[config.mk]
export PLATFORM = sky130hd
export DESIGN_NAME = edge_seam_difference_stats_top
export DESIGN_NICKNAME = d
export VERILOG_FILES = /design/src/rtl/esds_pkg.sv /design/src/rtl/esds_lane.sv /design/src/rtl/esds_merge.sv /design/src/rtl/esds_div.sv /design/src/rtl/edge_seam_difference_stats_top.sv
export SDC_FILE = /design/constraint.sdc
export NUM_CORES = 1
export LEC_CHECK = 0
export BUFFER_PORTS_ARGS = -buffer_cell sky130_fd_sc_hd__buf_2
export CAP_MARGIN = 20
export CORE_MARGIN = 1.5
export CORE_UTILIZATION = 40
export CTS_CLUSTER_DIAMETER = 150
export CTS_CLUSTER_SIZE = 24
export DETAILED_ROUTE_END_ITERATION = 12
export SLEW_MARGIN = 20
export SYNTH_ARGS = -nofsm -noshare
export SYNTH_HDL_FRONTEND = slang
export SYNTH_HIERARCHICAL = 1
export SYNTH_SLANG_ARGS = --single-unit
[constraint.sdc]
create_clock -name clk -period 24.5 [get_ports clk]
set_input_delay 1.225 -clock clk [delete_from_list [all_inputs] [get_ports clk]]
set_output_delay 1.225 -clock clk [all_outputs]
set_load 0.03 [all_outputs]
[src/rtl/esds_pkg.sv]
// ----------------------------------------------------------------------------
// esds_pkg
// Shared widths, constants and types for the edge seam difference statistics
// block.
// ----------------------------------------------------------------------------
`default_nettype none

package esds_pkg;

  // Channels per pixel and bits per channel
  localparam int CHANNELS = 4;
  localparam int CH_LOG   = 2;
  localparam int PIX_W    = 8;

  // Width of one pair's four-channel difference sum (4 * 255 < 2**10)
  localparam int SUM_W = PIX_W + CH_LOG;

  // Result field widths
  localparam int PAIR_W  = 13;
  localparam int TOTAL_W = 22;
  localparam int MATCH_W = 13;
  localparam int MEAN_W  = 16;

  // Mean in Q8.8 = total * 256 / (pairs * 4) = (total << 6) / pairs
  localparam int Q_FRAC     = 8;
  localparam int MEAN_SHIFT = Q_FRAC - CH_LOG;
  // Dividend bits that the divider shifts in one per step
  localparam int LOW_W      = MEAN_W - MEAN_SHIFT;

  // Default pair limit per edge
  localparam int MAX_EDGE_PIXELS_DEF = 4096;

  // Divider sequencer states
  typedef enum logic [1:0] {
    DIV_IDLE,
    DIV_RUN,
    DIV_DONE
  } div_state_t;

  // Divider status toward the top level
  typedef struct packed {
    logic busy;
    logic done;
  } div_status_t;

  // What the merge stage found over the lanes for one pair
  typedef struct packed {
    logic [SUM_W-1:0] sum;
    logic [PIX_W-1:0] max;
    logic             all_equal;
  } merge_result_t;

endpackage

`default_nettype wire

[src/rtl/esds_lane.sv]
// ----------------------------------------------------------------------------
// esds_lane
// One channel lane: absolute difference of two unsigned channel values.
// ----------------------------------------------------------------------------
`default_nettype none

module esds_lane (
  input  wire logic [esds_pkg::PIX_W-1:0] first_ch,
  input  wire logic [esds_pkg::PIX_W-1:0] second_ch,
  output logic      [esds_pkg::PIX_W-1:0] diff
);

  // Subtract the smaller value from the larger
  always_comb begin
    if (first_ch > second_ch) begin
      diff = first_ch - second_ch;
    end else begin
      diff = second_ch - first_ch;
    end
  end

endmodule

`default_nettype wire

[src/rtl/esds_merge.sv]
// ----------------------------------------------------------------------------
// esds_merge
// Combine the lane differences of one pair: sum, largest value and the
// all-channels-equal flag.
// ----------------------------------------------------------------------------
`default_nettype none

module esds_merge (
  input  wire logic [esds_pkg::CHANNELS-1:0][esds_pkg::PIX_W-1:0] diffs,
  output esds_pkg::merge_result_t                                 result
);

  logic [esds_pkg::SUM_W-1:0] sum;
  logic [esds_pkg::PIX_W-1:0] max;
  logic                       any_diff;

  // Add, compare and OR across the four lanes
  always_comb begin
    sum      = '0;
    max      = '0;
    any_diff = 1'b0;
    for (int i = 0; i < esds_pkg::CHANNELS; i++) begin
      sum      = sum + esds_pkg::SUM_W'(diffs[i]);
      any_diff = any_diff | (|diffs[i]);
      if (diffs[i] > max) begin
        max = diffs[i];
      end
    end
  end

  assign result.sum       = sum;
  assign result.max       = max;
  assign result.all_equal = ~any_diff;

endmodule

`default_nettype wire

[src/rtl/esds_div.sv]
// ----------------------------------------------------------------------------
// esds_div
// Restoring divider for the mean: (total << 6) / pairs, one quotient bit per
// cycle. The quotient is known to fit in 16 bits, so the upper dividend bits
// seed the remainder and only 16 steps are run.
// ----------------------------------------------------------------------------
`default_nettype none

module esds_div #(
  parameter int CNT_W = 13
) (
  input  wire logic                                      clk,
  input  wire logic                                      rst,
  input  wire logic                                      start,
  input  wire logic [CNT_W+esds_pkg::LOW_W-1:0]          dividend,
  input  wire logic [CNT_W-1:0]                          divisor,
  output esds_pkg::div_status_t                          status,
  output logic      [esds_pkg::MEAN_W-1:0]               quotient
);

  localparam int TOT_W  = CNT_W + esds_pkg::LOW_W;
  localparam int STEP_W = $clog2(esds_pkg::MEAN_W);

  esds_pkg::div_state_t state, state_next;

  logic [CNT_W-1:0]            rem;
  logic [CNT_W-1:0]            rem_next;
  logic [esds_pkg::MEAN_W-1:0] quo;
  logic [esds_pkg::MEAN_W-1:0] quo_next;
  logic [CNT_W-1:0]            den;
  logic [STEP_W-1:0]           step;
  logic [CNT_W:0]              trial;
  logic [CNT_W:0]              trial_sub;
  logic                        fits;

  // Hold the sequencer state
  always_ff @(posedge clk) begin
    if (rst) begin
      state <= esds_pkg::DIV_IDLE;
    end else begin
      state <= state_next;
    end
  end

  // Advance the sequencer
  always_comb begin
    state_next = state;
    unique case (state)
      esds_pkg::DIV_IDLE: begin
        if (start) begin
          state_next = esds_pkg::DIV_RUN;
        end
      end
      esds_pkg::DIV_RUN: begin
        if (step == STEP_W'(esds_pkg::MEAN_W - 1)) begin
          state_next = esds_pkg::DIV_DONE;
        end
      end
      esds_pkg::DIV_DONE: begin
        state_next = esds_pkg::DIV_IDLE;
      end
      default: begin
        state_next = esds_pkg::DIV_IDLE;
      end
    endcase
  end

  // One trial subtraction per step
  always_comb begin
    trial     = {rem, quo[esds_pkg::MEAN_W-1]};
    trial_sub = trial - {1'b0, den};
    fits      = (trial >= {1'b0, den});
    rem_next  = fits ? trial_sub[CNT_W-1:0] : trial[CNT_W-1:0];
    quo_next  = {quo[esds_pkg::MEAN_W-2:0], fits};
  end

  // Load operands on start, shift while running
  always_ff @(posedge clk) begin
    if (state == esds_pkg::DIV_IDLE && start) begin
      rem  <= dividend[TOT_W-1:esds_pkg::LOW_W];
      quo  <= {dividend[esds_pkg::LOW_W-1:0], {esds_pkg::MEAN_SHIFT{1'b0}}};
      den  <= divisor;
      step <= '0;
    end else if (state == esds_pkg::DIV_RUN) begin
      rem  <= rem_next;
      quo  <= quo_next;
      step <= step + 1'b1;
    end
  end

  assign status.busy = (state == esds_pkg::DIV_RUN);
  assign status.done = (state == esds_pkg::DIV_DONE);
  assign quotient    = quo;

`ifndef SYNTHESIS
  // The partial remainder stays below the divisor throughout the run
  a_rem_below_den: assert property (@(posedge clk) disable iff (rst)
    state == esds_pkg::DIV_RUN |-> rem < den)
    else $error("divider remainder not below divisor");

  // Done lasts one cycle
  a_done_pulse: assert property (@(posedge clk) disable iff (rst)
    status.done |=> !status.done)
    else $error("divider done held longer than one cycle");

  // A run takes one step per quotient bit and then signals done
  a_run_length: assert property (@(posedge clk) disable iff (rst)
    $rose(status.busy) |-> ##(esds_pkg::MEAN_W) status.done)
    else $error("divider run length wrong");
`endif

endmodule

`default_nettype wire

[src/rtl/edge_seam_difference_stats_top.sv]
// ----------------------------------------------------------------------------
// edge_seam_difference_stats_top
// Seam statistics over RGBA pixel pairs taken from two opposing texture edges.
//
// Input channel (in_valid / in_stall): one pixel pair per item. Four lanes
// form the channel absolute differences and a merge stage adds them, takes
// their maximum and flags a full match; the accumulators update in the cycle
// of acceptance, so pairs without last_pair are taken one per cycle.
// Pairs beyond MAX_EDGE_PIXELS are dropped from the statistics.
// Output channel (out_valid / out_stall): one result item per edge, issued
// after the pair marked last_pair. The mean comes from a bit-serial divider;
// out_valid is registered from the divider's done state.
// A pair marked last_pair is stalled while the divider runs or finishes or a
// result waits in the output register; other pairs keep flowing into the
// cleared accumulators for the next edge. A stalled result holds its fields.
// Reset clears the accumulators, the divider and the output valid.
// ----------------------------------------------------------------------------
`default_nettype none

module edge_seam_difference_stats_top #(
  parameter int MAX_EDGE_PIXELS = esds_pkg::MAX_EDGE_PIXELS_DEF
) (
  input  wire logic                           clk,
  input  wire logic                           rst,
  input  wire logic                           in_valid,
  output logic                                in_stall,
  input  wire logic [esds_pkg::PIX_W-1:0]     first_red,
  input  wire logic [esds_pkg::PIX_W-1:0]     first_green,
  input  wire logic [esds_pkg::PIX_W-1:0]     first_blue,
  input  wire logic [esds_pkg::PIX_W-1:0]     first_alpha,
  input  wire logic [esds_pkg::PIX_W-1:0]     second_red,
  input  wire logic [esds_pkg::PIX_W-1:0]     second_green,
  input  wire logic [esds_pkg::PIX_W-1:0]     second_blue,
  input  wire logic [esds_pkg::PIX_W-1:0]     second_alpha,
  input  wire logic                           last_pair,
  output logic                                out_valid,
  input  wire logic                           out_stall,
  output logic      [esds_pkg::PAIR_W-1:0]    pairs_compared,
  output logic      [esds_pkg::TOTAL_W-1:0]   difference_total,
  output logic      [esds_pkg::PIX_W-1:0]     largest_channel_difference,
  output logic      [esds_pkg::MATCH_W-1:0]   matching_pairs,
  output logic      [esds_pkg::MEAN_W-1:0]    mean_difference_q8_8
);

  localparam int CNT_W = $clog2(MAX_EDGE_PIXELS + 1);
  localparam int TOT_W = CNT_W + esds_pkg::SUM_W;

  logic [esds_pkg::CHANNELS-1:0][esds_pkg::PIX_W-1:0] first_px;
  logic [esds_pkg::CHANNELS-1:0][esds_pkg::PIX_W-1:0] second_px;
  logic [esds_pkg::CHANNELS-1:0][esds_pkg::PIX_W-1:0] diffs;
  esds_pkg::merge_result_t                            pair_stats;
  esds_pkg::div_status_t                              div_status;
  logic [esds_pkg::MEAN_W-1:0]                        div_quotient;

  logic [CNT_W-1:0]          pair_counter;
  logic [CNT_W-1:0]          pair_counter_next;
  logic [TOT_W-1:0]          running_total;
  logic [TOT_W-1:0]          running_total_next;
  logic [esds_pkg::PIX_W-1:0] running_maximum;
  logic [esds_pkg::PIX_W-1:0] running_maximum_next;
  logic [CNT_W-1:0]          match_counter;
  logic [CNT_W-1:0]          match_counter_next;

  logic in_accept;
  logic out_accept;
  logic has_room;
  logic finish;

  assign first_px  = {first_alpha, first_blue, first_green, first_red};
  assign second_px = {second_alpha, second_blue, second_green, second_red};

  // Channel lanes
  for (genvar i = 0; i < esds_pkg::CHANNELS; i++) begin : g_lane
    esds_lane u_lane (
      .first_ch  (first_px[i]),
      .second_ch (second_px[i]),
      .diff      (diffs[i])
    );
  end

  // Merge the lanes
  esds_merge u_merge (
    .diffs  (diffs),
    .result (pair_stats)
  );

  // Hold a closing pair while the divider or the output register is occupied
  assign in_stall   = last_pair & (div_status.busy | div_status.done | out_valid);
  assign in_accept  = in_valid & ~in_stall;
  assign out_accept = out_valid & ~out_stall;
  assign has_room   = (pair_counter < CNT_W'(MAX_EDGE_PIXELS));
  assign finish     = in_accept & last_pair;

  // Fold the pair into the accumulators
  always_comb begin
    pair_counter_next    = pair_counter;
    running_total_next   = running_total;
    running_maximum_next = running_maximum;
    match_counter_next   = match_counter;
    if (in_accept && has_room) begin
      pair_counter_next  = pair_counter + 1'b1;
      running_total_next = running_total + TOT_W'(pair_stats.sum);
      if (pair_stats.max > running_maximum) begin
        running_maximum_next = pair_stats.max;
      end
      if (pair_stats.all_equal) begin
        match_counter_next = match_counter + 1'b1;
      end
    end
  end

  // Update accumulators; clear them when an edge closes
  always_ff @(posedge clk) begin
    if (rst || finish) begin
      pair_counter    <= '0;
      running_total   <= '0;
      running_maximum <= '0;
      match_counter   <= '0;
    end else begin
      pair_counter    <= pair_counter_next;
      running_total   <= running_total_next;
      running_maximum <= running_maximum_next;
      match_counter   <= match_counter_next;
    end
  end

  // Mean divider
  esds_div #(
    .CNT_W (CNT_W)
  ) u_div (
    .clk      (clk),
    .rst      (rst),
    .start    (finish),
    .dividend (running_total_next),
    .divisor  (pair_counter_next),
    .status   (div_status),
    .quotient (div_quotient)
  );

  // Capture the edge statistics when it closes
  always_ff @(posedge clk) begin
    if (finish) begin
      pairs_compared             <= esds_pkg::PAIR_W'(pair_counter_next);
      difference_total           <= esds_pkg::TOTAL_W'(running_total_next);
      largest_channel_difference <= running_maximum_next;
      matching_pairs             <= esds_pkg::MATCH_W'(match_counter_next);
    end
    if (div_status.done) begin
      mean_difference_q8_8 <= div_quotient;
    end
  end

  // Output valid
  always_ff @(posedge clk) begin
    if (rst) begin
      out_valid <= 1'b0;
    end else if (div_status.done) begin
      out_valid <= 1'b1;
    end else if (out_accept) begin
      out_valid <= 1'b0;
    end
  end

`ifndef SYNTHESIS
  // A finished division always lands in the output register
  a_done_to_valid: assert property (@(posedge clk) disable iff (rst)
    div_status.done |=> out_valid)
    else $error("divider result not presented");

  // A taken result is not followed at once by another
  a_out_gap: assert property (@(posedge clk) disable iff (rst)
    out_accept |=> !out_valid)
    else $error("result issued twice");

  // An edge never closes while a result is pending
  a_finish_free: assert property (@(posedge clk) disable iff (rst)
    finish |-> !out_valid && !div_status.busy && !div_status.done)
    else $error("edge closed while result pending");

  // The pair count never passes the limit, nor the match count the pair count
  a_pair_limit: assert property (@(posedge clk) disable iff (rst)
    pair_counter <= CNT_W'(MAX_EDGE_PIXELS) && match_counter <= pair_counter)
    else $error("pair counters out of range");
`endif

endmodule

`default_nettype wire

==> impl_metrics.tcl, run 1 <==
set metrics [dict create \
    antenna_found_initial 0 \
    grt_usage_pct 17.4 \
    min_path_type "reg2reg" \
    synth_cell_types 75 \
    grt_pass1_wl_um 44700 \
    leakage_nw 6.14 \
    setup_tns_ns 0 \
    routed-via-count 9285 \
    die_w_um 179 \
    yosysMostFrequentCell "ha_1" \
    synth_warnings 6 \
    status "complete, no violations" \
    critPathBufInv 2 \
    root_buffer "clkbuf_16" \
    die_h_um 179 \
    clk_latency_ns 0.42 \
    synth_seq_area_share_pct 37.4 \
    htreeDepth 4 \
    post-route-period-util_pct 37.4 \
    cts_buffer_depth 2 \
    cts_buffers 17 \
    syn2layout_area_growth_pct 12.6 \
    path_clk_slew_ns 0.07 \
    fmax_ghz 0.109 \
    synth_top_area_share_pct 26.1 \
    die_area_mm2 0.0321 \
    min_path_cells 0 \
    rsz0062_at_grt "false" \
    io_pins 143 \
    criticalPathCategory "in2reg" \
    fin_ws_ns 15.33 \
    r2r_cells 7 \
    synthTopCellsByCount "127 x ha_1, 113 x inv_1, 108 x edfxtp_1, 70 x dfxtp_1, 64 x a21oi_1" \
    grt_max_degree 62 \
    crit_family "compound AO/OA/AOI/OAI gates" \
    syn_nets 1440 \
    reg2reg_slack_ns 20.95 \
    async_flop_share_pct 0 \
    cp_max_fo 25 \
    fp.coreArea_mm2 0.0306 \
    start_util_pct 40.6 \
    yosysTopAreaCell "edfxtp_1" \
    globalplace.congestion 0.892 \
    fin_cells 1750 \
    slew_violations 0 \
    cp-start-kind "input pin" \
    via_per_inst 5.31 \
    clock_skew_ns 0.00928 \
    synth_cells 1218 \
    cpMostUsedCell "ha_1" \
    drtIter0Drc 541 \
    power.total_mw 1.76 \
    cpMaxStageDelayCell "and2_1" \
    hold_viol 0 \
    wire_per_inst_um 15.7 \
    drt-total-wl_um 27500 \
    overflow 0 \
    fin_crit_ns 9.17 \
    cts_setup_buffers 0 \
    power_density_mw_per_mm2 126 \
    maxSlewHeadroom_pct 31.8 \
    finalSetupViolCount 0 \
    place_area_mm2 0.0134 \
    avgSynthCellArea_um2 10.2 \
    synth_seq_cells 178 \
    dp_slack_ns 14.95 \
    synth_flop_cell "edfxtp_1" \
    row_count 64 \
    numPortBuffers 142 \
    maxCapViolations 0 \
    layout-drive-gt1-share_pct 18.7 \
    cts_resized 0 \
    tritoncts "done" \
    post-place-cells 1718 \
    synth_top_cells_by_area "edfxtp_1 26%, ha_1 13%, dfxtp_1 11%" \
    vdd_drop_max_mv 0.0765 \
    diodes 0 \
    critPathCaptureType "flop" \
    syn_area_mm2 0.0124 \
    nFillCells 2948 \
    synth_edf_count 108 \
    fin_area_mm2 0.0140 \
    cp.depth 33 \
    grt_pass1_vias 8909 \
    nets 1563 \
    critical_path_arrival_ns 9.33 \
    critPathMaxStageDelay_ns 0.45 \
    dp_hpwl_um 21200 \
    worst_pin_slew_ns 1.02 \
    cts_hold_buf 0 \
    drcViolationCount 0 \
    ant_nets 0 \
    dr.pass1.iters 5 \
    clkSinkCount 178 \
    crit_required_ns 24.67 \
]
[final cells by class]
cell class	count	area [um2]	area share, %
inverters	114	428	3.06
multi-input cells	883	7090	50.7
repair buffers	147	748	5.35
clock buffers	18	429	3.07
flip-flops and latches	178	4640	33.2
well taps	396	495	3.54
clock inverters	14	151	1.08
[registers in the layout (all words and copies together) (netlist names), 16 cells and up]
signal / count
difference_total: 22
mean_difference_q8_8: 16
running_total: 23
u_div/quotient: 16
[kinds of logic after synthesis]
group / after synthesis / synth area share (%)
xor gates and xnor gates: 84 / 5.99
adders and majority gates: 153 / 17.0
AOI/OAI and AO/OA: 278 / 15.8
and+or+nand+nor: 321 / 14.2
buffers and inverters: 157 / 5.62
DFF: 178 / 37.4
muxes: 47 / 4.05
[through the flow]
step	utilization, %	hold WS, ns
CTS	45.7	0.456
global route	45.7	0.459
floorplan	-	0.427
detailed placement	43.8	0.443
finish	45.7	0.452
global placement	43.8	0.443
[power breakdown]
part | internal, mW | switching (mW) | total [mW]
Clock | 0.144 | 0.120 | 0.264
Combinational | 0.454 | 0.641 | 1.10
Sequential | 0.382 | 0.0201 | 0.402
Total | 0.980 | 0.782 | 1.76
[placed cells by master, fill, tap and decap left out, drive strengths merged, types with 23 or more instances in the layout]
master  netlist  routed
nand4        35      35
mux2i        36      36
buf          26     147
inv         114     120
a21oi        69      69
a21o         37      37
dfxtp        70      70
nor2         57      57
nand3        34      34
a31oi        23      23
nand2        59      59
xor2         37      37
and2         52      52
o21ai        49      49
fa           26      26
ha          127     127
xnor2        47      47
a211oi       27      27
edfxtp      108     108
[final timing paths]
path                              endpoint                from
max          largest_channel_difference[6]      first_green[0]
min               mean_difference_q8_8[11]  u_div/quotient[11]
max reg2reg                   u_div/rem[0]      u_div/state[1]
min reg2reg       mean_difference_q8_8[11]  u_div/quotient[11]
[per-layer routing]
layer	up-vias	global-route usage, %	part of all wire [%]
met3	9	2.14	4.3
met5	-	0	0
met2	213	29.3	46
met4	0	3.00	0.56
li1	4648	-	-
met1	4415	24.2	49
Power figures use the tool's default switching activity.
==> run 2: changes to the inputs <==
==> constraint.sdc (replaced) <==
create_clock -name clk -period 8.95 [get_ports clk]
set_input_delay 0.4475 -clock clk [delete_from_list [all_inputs] [get_ports clk]]
set_output_delay 0.4475 -clock clk [all_outputs]
set_load 0.03 [all_outputs]
==> run 2 against run 1 <==
  * Critical path depth grew 1
  * Sequential cell count unchanged
  * Worst setup slack got worse by 15 ns
  * Non-clock buffer count is 4 higher
  * First-iteration DRC count is 10% higher
  * Via count shrank 0.54%
  * Combinational power rose to 2.7 times the previous value
==> impl_metrics.tcl, run 2 (synthesis results as in run 1) <==
set metrics [dict create \
    leakage_nw 6.15 \
    globalplace.congestion 0.920 \
    grt_max_degree 62 \
    reg2reg_slack_ns 5.42 \
    slew_violations 0 \
    htreeDepth 4 \
    post-route-period-util_pct 91.5 \
    critPathCaptureType "flop" \
    cp_max_fo 25 \
    hold_viol 0 \
    cts_buffer_depth 2 \
    critical_path_arrival_ns 8.36 \
    layout-drive-gt1-share_pct 19.0 \
    dr.pass1.iters 4 \
    via_per_inst 5.27 \
    wire_per_inst_um 15.6 \
    biggestRegsByFlops "running_total: 23 flops, difference_total: 22 flops" \
    cp-start-kind "input pin" \
    maxCapViolations 0 \
    overflow 0 \
    grt_pass1_vias 8746 \
    vdd_drop_max_mv 0.222 \
    cts_hold_buf 0 \
    fin_crit_ns 8.19 \
    min_path_type "in2reg" \
    r2r_end "u_div/rem[0]" \
    row_count 64 \
    syn2layout_area_growth_pct 12.7 \
    r2r_cells 7 \
    grt_usage_pct 17.3 \
    crit_required_ns 9.12 \
    fp.coreArea_mm2 0.0306 \
    die_w_um 179 \
    maxSlewHeadroom_pct 34.6 \
    cts_setup_buffers 0 \
    cpMostUsedCell "ha_1" \
    largest_register_ffs 23 \
    diodes 0 \
    die_h_um 179 \
    worstHoldEndpoint "out_valid" \
    nets 1567 \
    final_cell_mix "142 x buf_2, 127 x ha_1, 113 x inv_1, 108 x edfxtp_1, 70 x dfxtp_1" \
    criticalPathCategory "in2reg" \
    clock_skew_ns 0.0107 \
    grt_pass1_wl_um 44400 \
    final_core_util_pct 45.8 \
    rsz0062_at_grt "false" \
    cpMaxStageDelayCell "mux2i_1" \
    r2r-start "u_div/state[1]" \
    routed-via-count 9235 \
    tritoncts "done" \
    place_area_mm2 0.0134 \
    min_path_cells 3 \
    drcViolationCount 0 \
    drtIter0Drc 597 \
    clkSinkCount 178 \
    cts_resized 0 \
    die_area_mm2 0.0321 \
    power_density_mw_per_mm2 345 \
    power.total_mw 4.83 \
    hold_start "out_stall" \
    setup_tns_ns 0 \
    clk_latency_ns 0.43 \
    numPortBuffers 142 \
    drt-total-wl_um 27400 \
    worst_pin_slew_ns 0.979 \
    fmax_ghz 0.122 \
    critPathMaxStageDelay_ns 0.44 \
    root_buffer "clkbuf_16" \
    dp_hpwl_um 21000 \
    fin_area_mm2 0.0140 \
    cts_buffers 17 \
    final_common_cell "buf_2" \
    antenna_found_initial 0 \
    start_util_pct 40.6 \
    path_clk_slew_ns 0.07 \
    ant_nets 0 \
    io_pins 143 \
    largest-register "running_total" \
    status "complete, no violations" \
    finalSetupViolCount 0 \
]
## run 2: cell types whose count changed in the layout (fill, tap and decap cells not counted)
cell,before,now
clkinv_8,2,1
clkinv_4,1,2
inv_8,1,4
inv_6,5,4
bufinv_16,1,0
buf_4,5,9
clkbuf_1,1,0
## run 2: routing by layer
metal	track usage, %	wire, um
met1	24.1	13500
met2	28.5	12500
met3	2.42	1160
met4	3.86	235
met5	0	0
## run 2: critical path: cells and delay by family
| family | cells | cell delay (ns) |
|---|---|---|
| xor+xnor | 1 | 0.40 |
| buf+inv | 3 | 0.22 |
| fa+ha+maj | 6 | 1.88 |
| simple gates | 8 | 1.64 |
| mux | 3 | 1.10 |
| compound gates | 13 | 2.67 |
## run 2: final cells by class
type / instances / area (um2)
clock buffer: 17 / 425
clock inverter: 15 / 139
fill: 2926 / 16600
inverter: 114 / 428
multi-input combinational: 883 / 7090
sequential: 178 / 4640
tap: 396 / 495
timing repair buffer: 151 / 778
## run 2: through the flow
step	setup WS [ns]	hold WS, ns	instances
2_1_floorplan	0.0568	0.427	1218
3_3_place_gp	0.602	0.441	1722
3_5_place_dp	0.372	0.434	1722
4_1_cts	0.813	0.236	1754
5_1_grt	0.251	0.251	1754
6_report	0.764	0.250	1754
## run 2: power breakdown
| group | internal (mW) | switching, mW |
|---|---|---|
| clock network | 0.369 | 0.346 |
| registers | 1.05 | 0.0552 |
| logic | 1.25 | 1.76 |
| total | 2.67 | 2.16 |
## run 2: worst max-delay path by stage
stage	startpoint	slack [ns]	cells past startpoint	endpoint
floorplan	u_div/state[0]	0.06	8	u_div/den[0]
global placement	first_red[0]	0.60	35	largest_channel_difference[5]
detailed placement	first_red[0]	0.37	34	largest_channel_difference[3]
CTS	first_red[0]	0.81	34	largest_channel_difference[2]
global route	first_red[0]	0.25	33	largest_channel_difference[2]
finish	first_red[0]	0.76	34	largest_channel_difference[2]
==> run 3: changes to the inputs <==
--- a/config.mk
+++ b/config.mk
@@ -9,6 +9,7 @@
 export CAP_MARGIN = 20
 export CORE_MARGIN = 1.5
 export CORE_UTILIZATION = 40
+export CTS_BUF_LIST = sky130_fd_sc_hd__clkbuf_2 sky130_fd_sc_hd__clkbuf_4 sky130_fd_sc_hd__clkbuf_8
 export CTS_CLUSTER_DIAMETER = 150
 export CTS_CLUSTER_SIZE = 24
 export DETAILED_ROUTE_END_ITERATION = 12
==> run 3 against run 2 <==
  * Fmax is 0.33% higher
  * Via count grew 0.24%
  * First-iteration DRC count down 4.5%
  * Utilization is 0.63 points lower
  * Largest power group unchanged
==> impl_metrics.tcl, run 3 (synthesis results as in run 1) <==
set metrics [dict create \
    rsz0062_at_grt "false" \
    setup_tns_ns 0 \
    seqPwrFrac_pct 23.7 \
    syn2layout_area_growth_pct 11.2 \
    htreeDepth 4 \
    power_density_mw_per_mm2 335 \
    largest-register "running_total" \
    globalplace.congestion 0.920 \
    diodes 0 \
    vdd_drop_max_mv 0.227 \
    fin_crit_ns 8.16 \
    overflow 0 \
    comb_power_share_pct 64.9 \
    cts_buffer_depth 2 \
    drtIter0Drc 570 \
    cts_resized 0 \
    maxSlewHeadroom_pct 34.2 \
    nFillCells 2951 \
    final_cell_mix "142 x buf_2, 127 x ha_1, 113 x inv_1, 108 x edfxtp_1, 70 x dfxtp_1" \
    final_core_util_pct 45.1 \
    post-place-cells 1722 \
    slew_violations 0 \
    via_per_inst 5.28 \
    grt_usage_pct 17.2 \
    dp_hpwl_um 21000 \
    largest_register_ffs 23 \
    grt_max_degree 62 \
    maxCapViolations 0 \
    worst_pin_slew_ns 0.985 \
    p_sw_mw 2.13 \
    crit_required_ns 9.15 \
    cpMostUsedCell "ha_1" \
    dr.pass1.iters 5 \
    r2r_cells 7 \
    critical_path_arrival_ns 8.36 \
    cpMaxStageDelayCell "mux2i_1" \
    cts_buffers 17 \
    fin_cells 1754 \
    antenna_found_initial 0 \
    numPortBuffers 142 \
    fmax_ghz 0.123 \
    critPathCaptureType "flop" \
    final_common_cell "buf_2" \
    hold_viol 0 \
    cts_setup_buffers 0 \
    die_h_um 179 \
    p_int_mw 2.50 \
    reg2reg_slack_ns 5.37 \
    cp_max_fo 25 \
    fin_ws_ns 0.791 \
    root_buffer "clkbuf_8" \
    fp.coreArea_mm2 0.0306 \
    die_area_mm2 0.0321 \
    dp_slack_ns 0.372 \
    io_pins 143 \
    biggestRegsByFlops "running_total: 23 flops, difference_total: 22 flops" \
    clkSinkCount 178 \
    layout-drive-gt1-share_pct 19.0 \
    drcViolationCount 0 \
    finalSetupViolCount 0 \
    clk_latency_ns 0.45 \
    r2r-start "u_div/state[1]" \
    hold_start "out_stall" \
    worstSetupStartpoint "first_red[0]" \
    cp-start-kind "input pin" \
    clock_skew_ns 0.0184 \
    critPathMaxStageDelay_ns 0.44 \
    p_clk_share_pct 11.4 \
    nets 1567 \
    path_clk_slew_ns 0.10 \
    power.total_mw 4.63 \
    leakage_nw 6.07 \
    cts_hold_buf 0 \
    start_util_pct 40.6 \
    grt_pass1_vias 8747 \
    tritoncts "done" \
    status "complete, no violations" \
    routed-via-count 9257 \
    row_count 64 \
    post-route-period-util_pct 91.2 \
    die_w_um 179 \
    r2r_end "u_div/rem[0]" \
    drt-total-wl_um 27300 \
    min_path_type "in2reg" \
    grt_pass1_wl_um 44200 \
    wire_per_inst_um 15.6 \
    criticalPathCategory "in2reg" \
    swShare_pct 45.9 \
    ant_nets 0 \
    worstHoldEndpoint "out_valid" \
    min_path_cells 3 \
]
## run 3: changes by cell type in the layout (fill, tap and decap cells not counted)
cell / previous run / this run
clkbuf_16: 17 / 0
clkbuf_8: 0 / 17
## run 3: layer usage
metal  routed length (um)  GRT usage (%)
met5                    0              0
met2                12500           28.5
met3                 1160           2.42
met1                13500           23.8
met4                  178           3.44
## run 3: worst max-delay path by stage
stage,endpoint,slack (ns),cells past startpoint
finish,largest_channel_difference[2],0.79,34
global route,running_maximum[2],0.30,34
CTS,largest_channel_difference[6],0.85,34
detailed placement,largest_channel_difference[3],0.37,34
global placement,largest_channel_difference[5],0.60,35
floorplan,u_div/den[0],0.06,8
## run 3: critical path, delay by kind of cell
family                     cells  cell delay (ns)
and+or+nand+nor                8             1.63
muxes                          3             1.10
AOI/OAI and AO/OA             13             2.67
adders and majority gates      6             1.89
xor gates and xnor gates       1             0.39
buffers and inverters          3             0.22
## run 3: area by class of cell
cell class	instances	area, um2	share of cell area (%)
clock inverter	15	139	1.01
sequential	178	4640	33.6
timing repair buffer	151	778	5.64
tap	396	495	3.59
multi-input combinational	883	7090	51.3
inverter	114	428	3.10
clock buffer	17	234	1.69
## run 3: power by group through the flow
stage / clock, mW / sequential, mW / combinational, mW
2_1_floorplan: 0 / 1.19 / 2.35
3_3_place_gp: 0 / 1.12 / 2.94
3_5_place_dp: 0 / 1.12 / 2.97
4_1_cts: 0.542 / 1.10 / 3.00
5_1_grt: 0.575 / 1.11 / 3.37
6_report: 0.527 / 1.10 / 3.01
## run 3: per-stage QoR
| stage | hold slack, ns | instance area [um2] |
|---|---|---|
| 6_report | 0.222 | 13800 |
| 5_1_grt | 0.206 | 13800 |
| 4_1_cts | 0.201 | 13800 |
| 3_5_place_dp | 0.434 | 13400 |
| 3_3_place_gp | 0.441 | 13400 |
| 2_1_floorplan | 0.427 | 12400 |
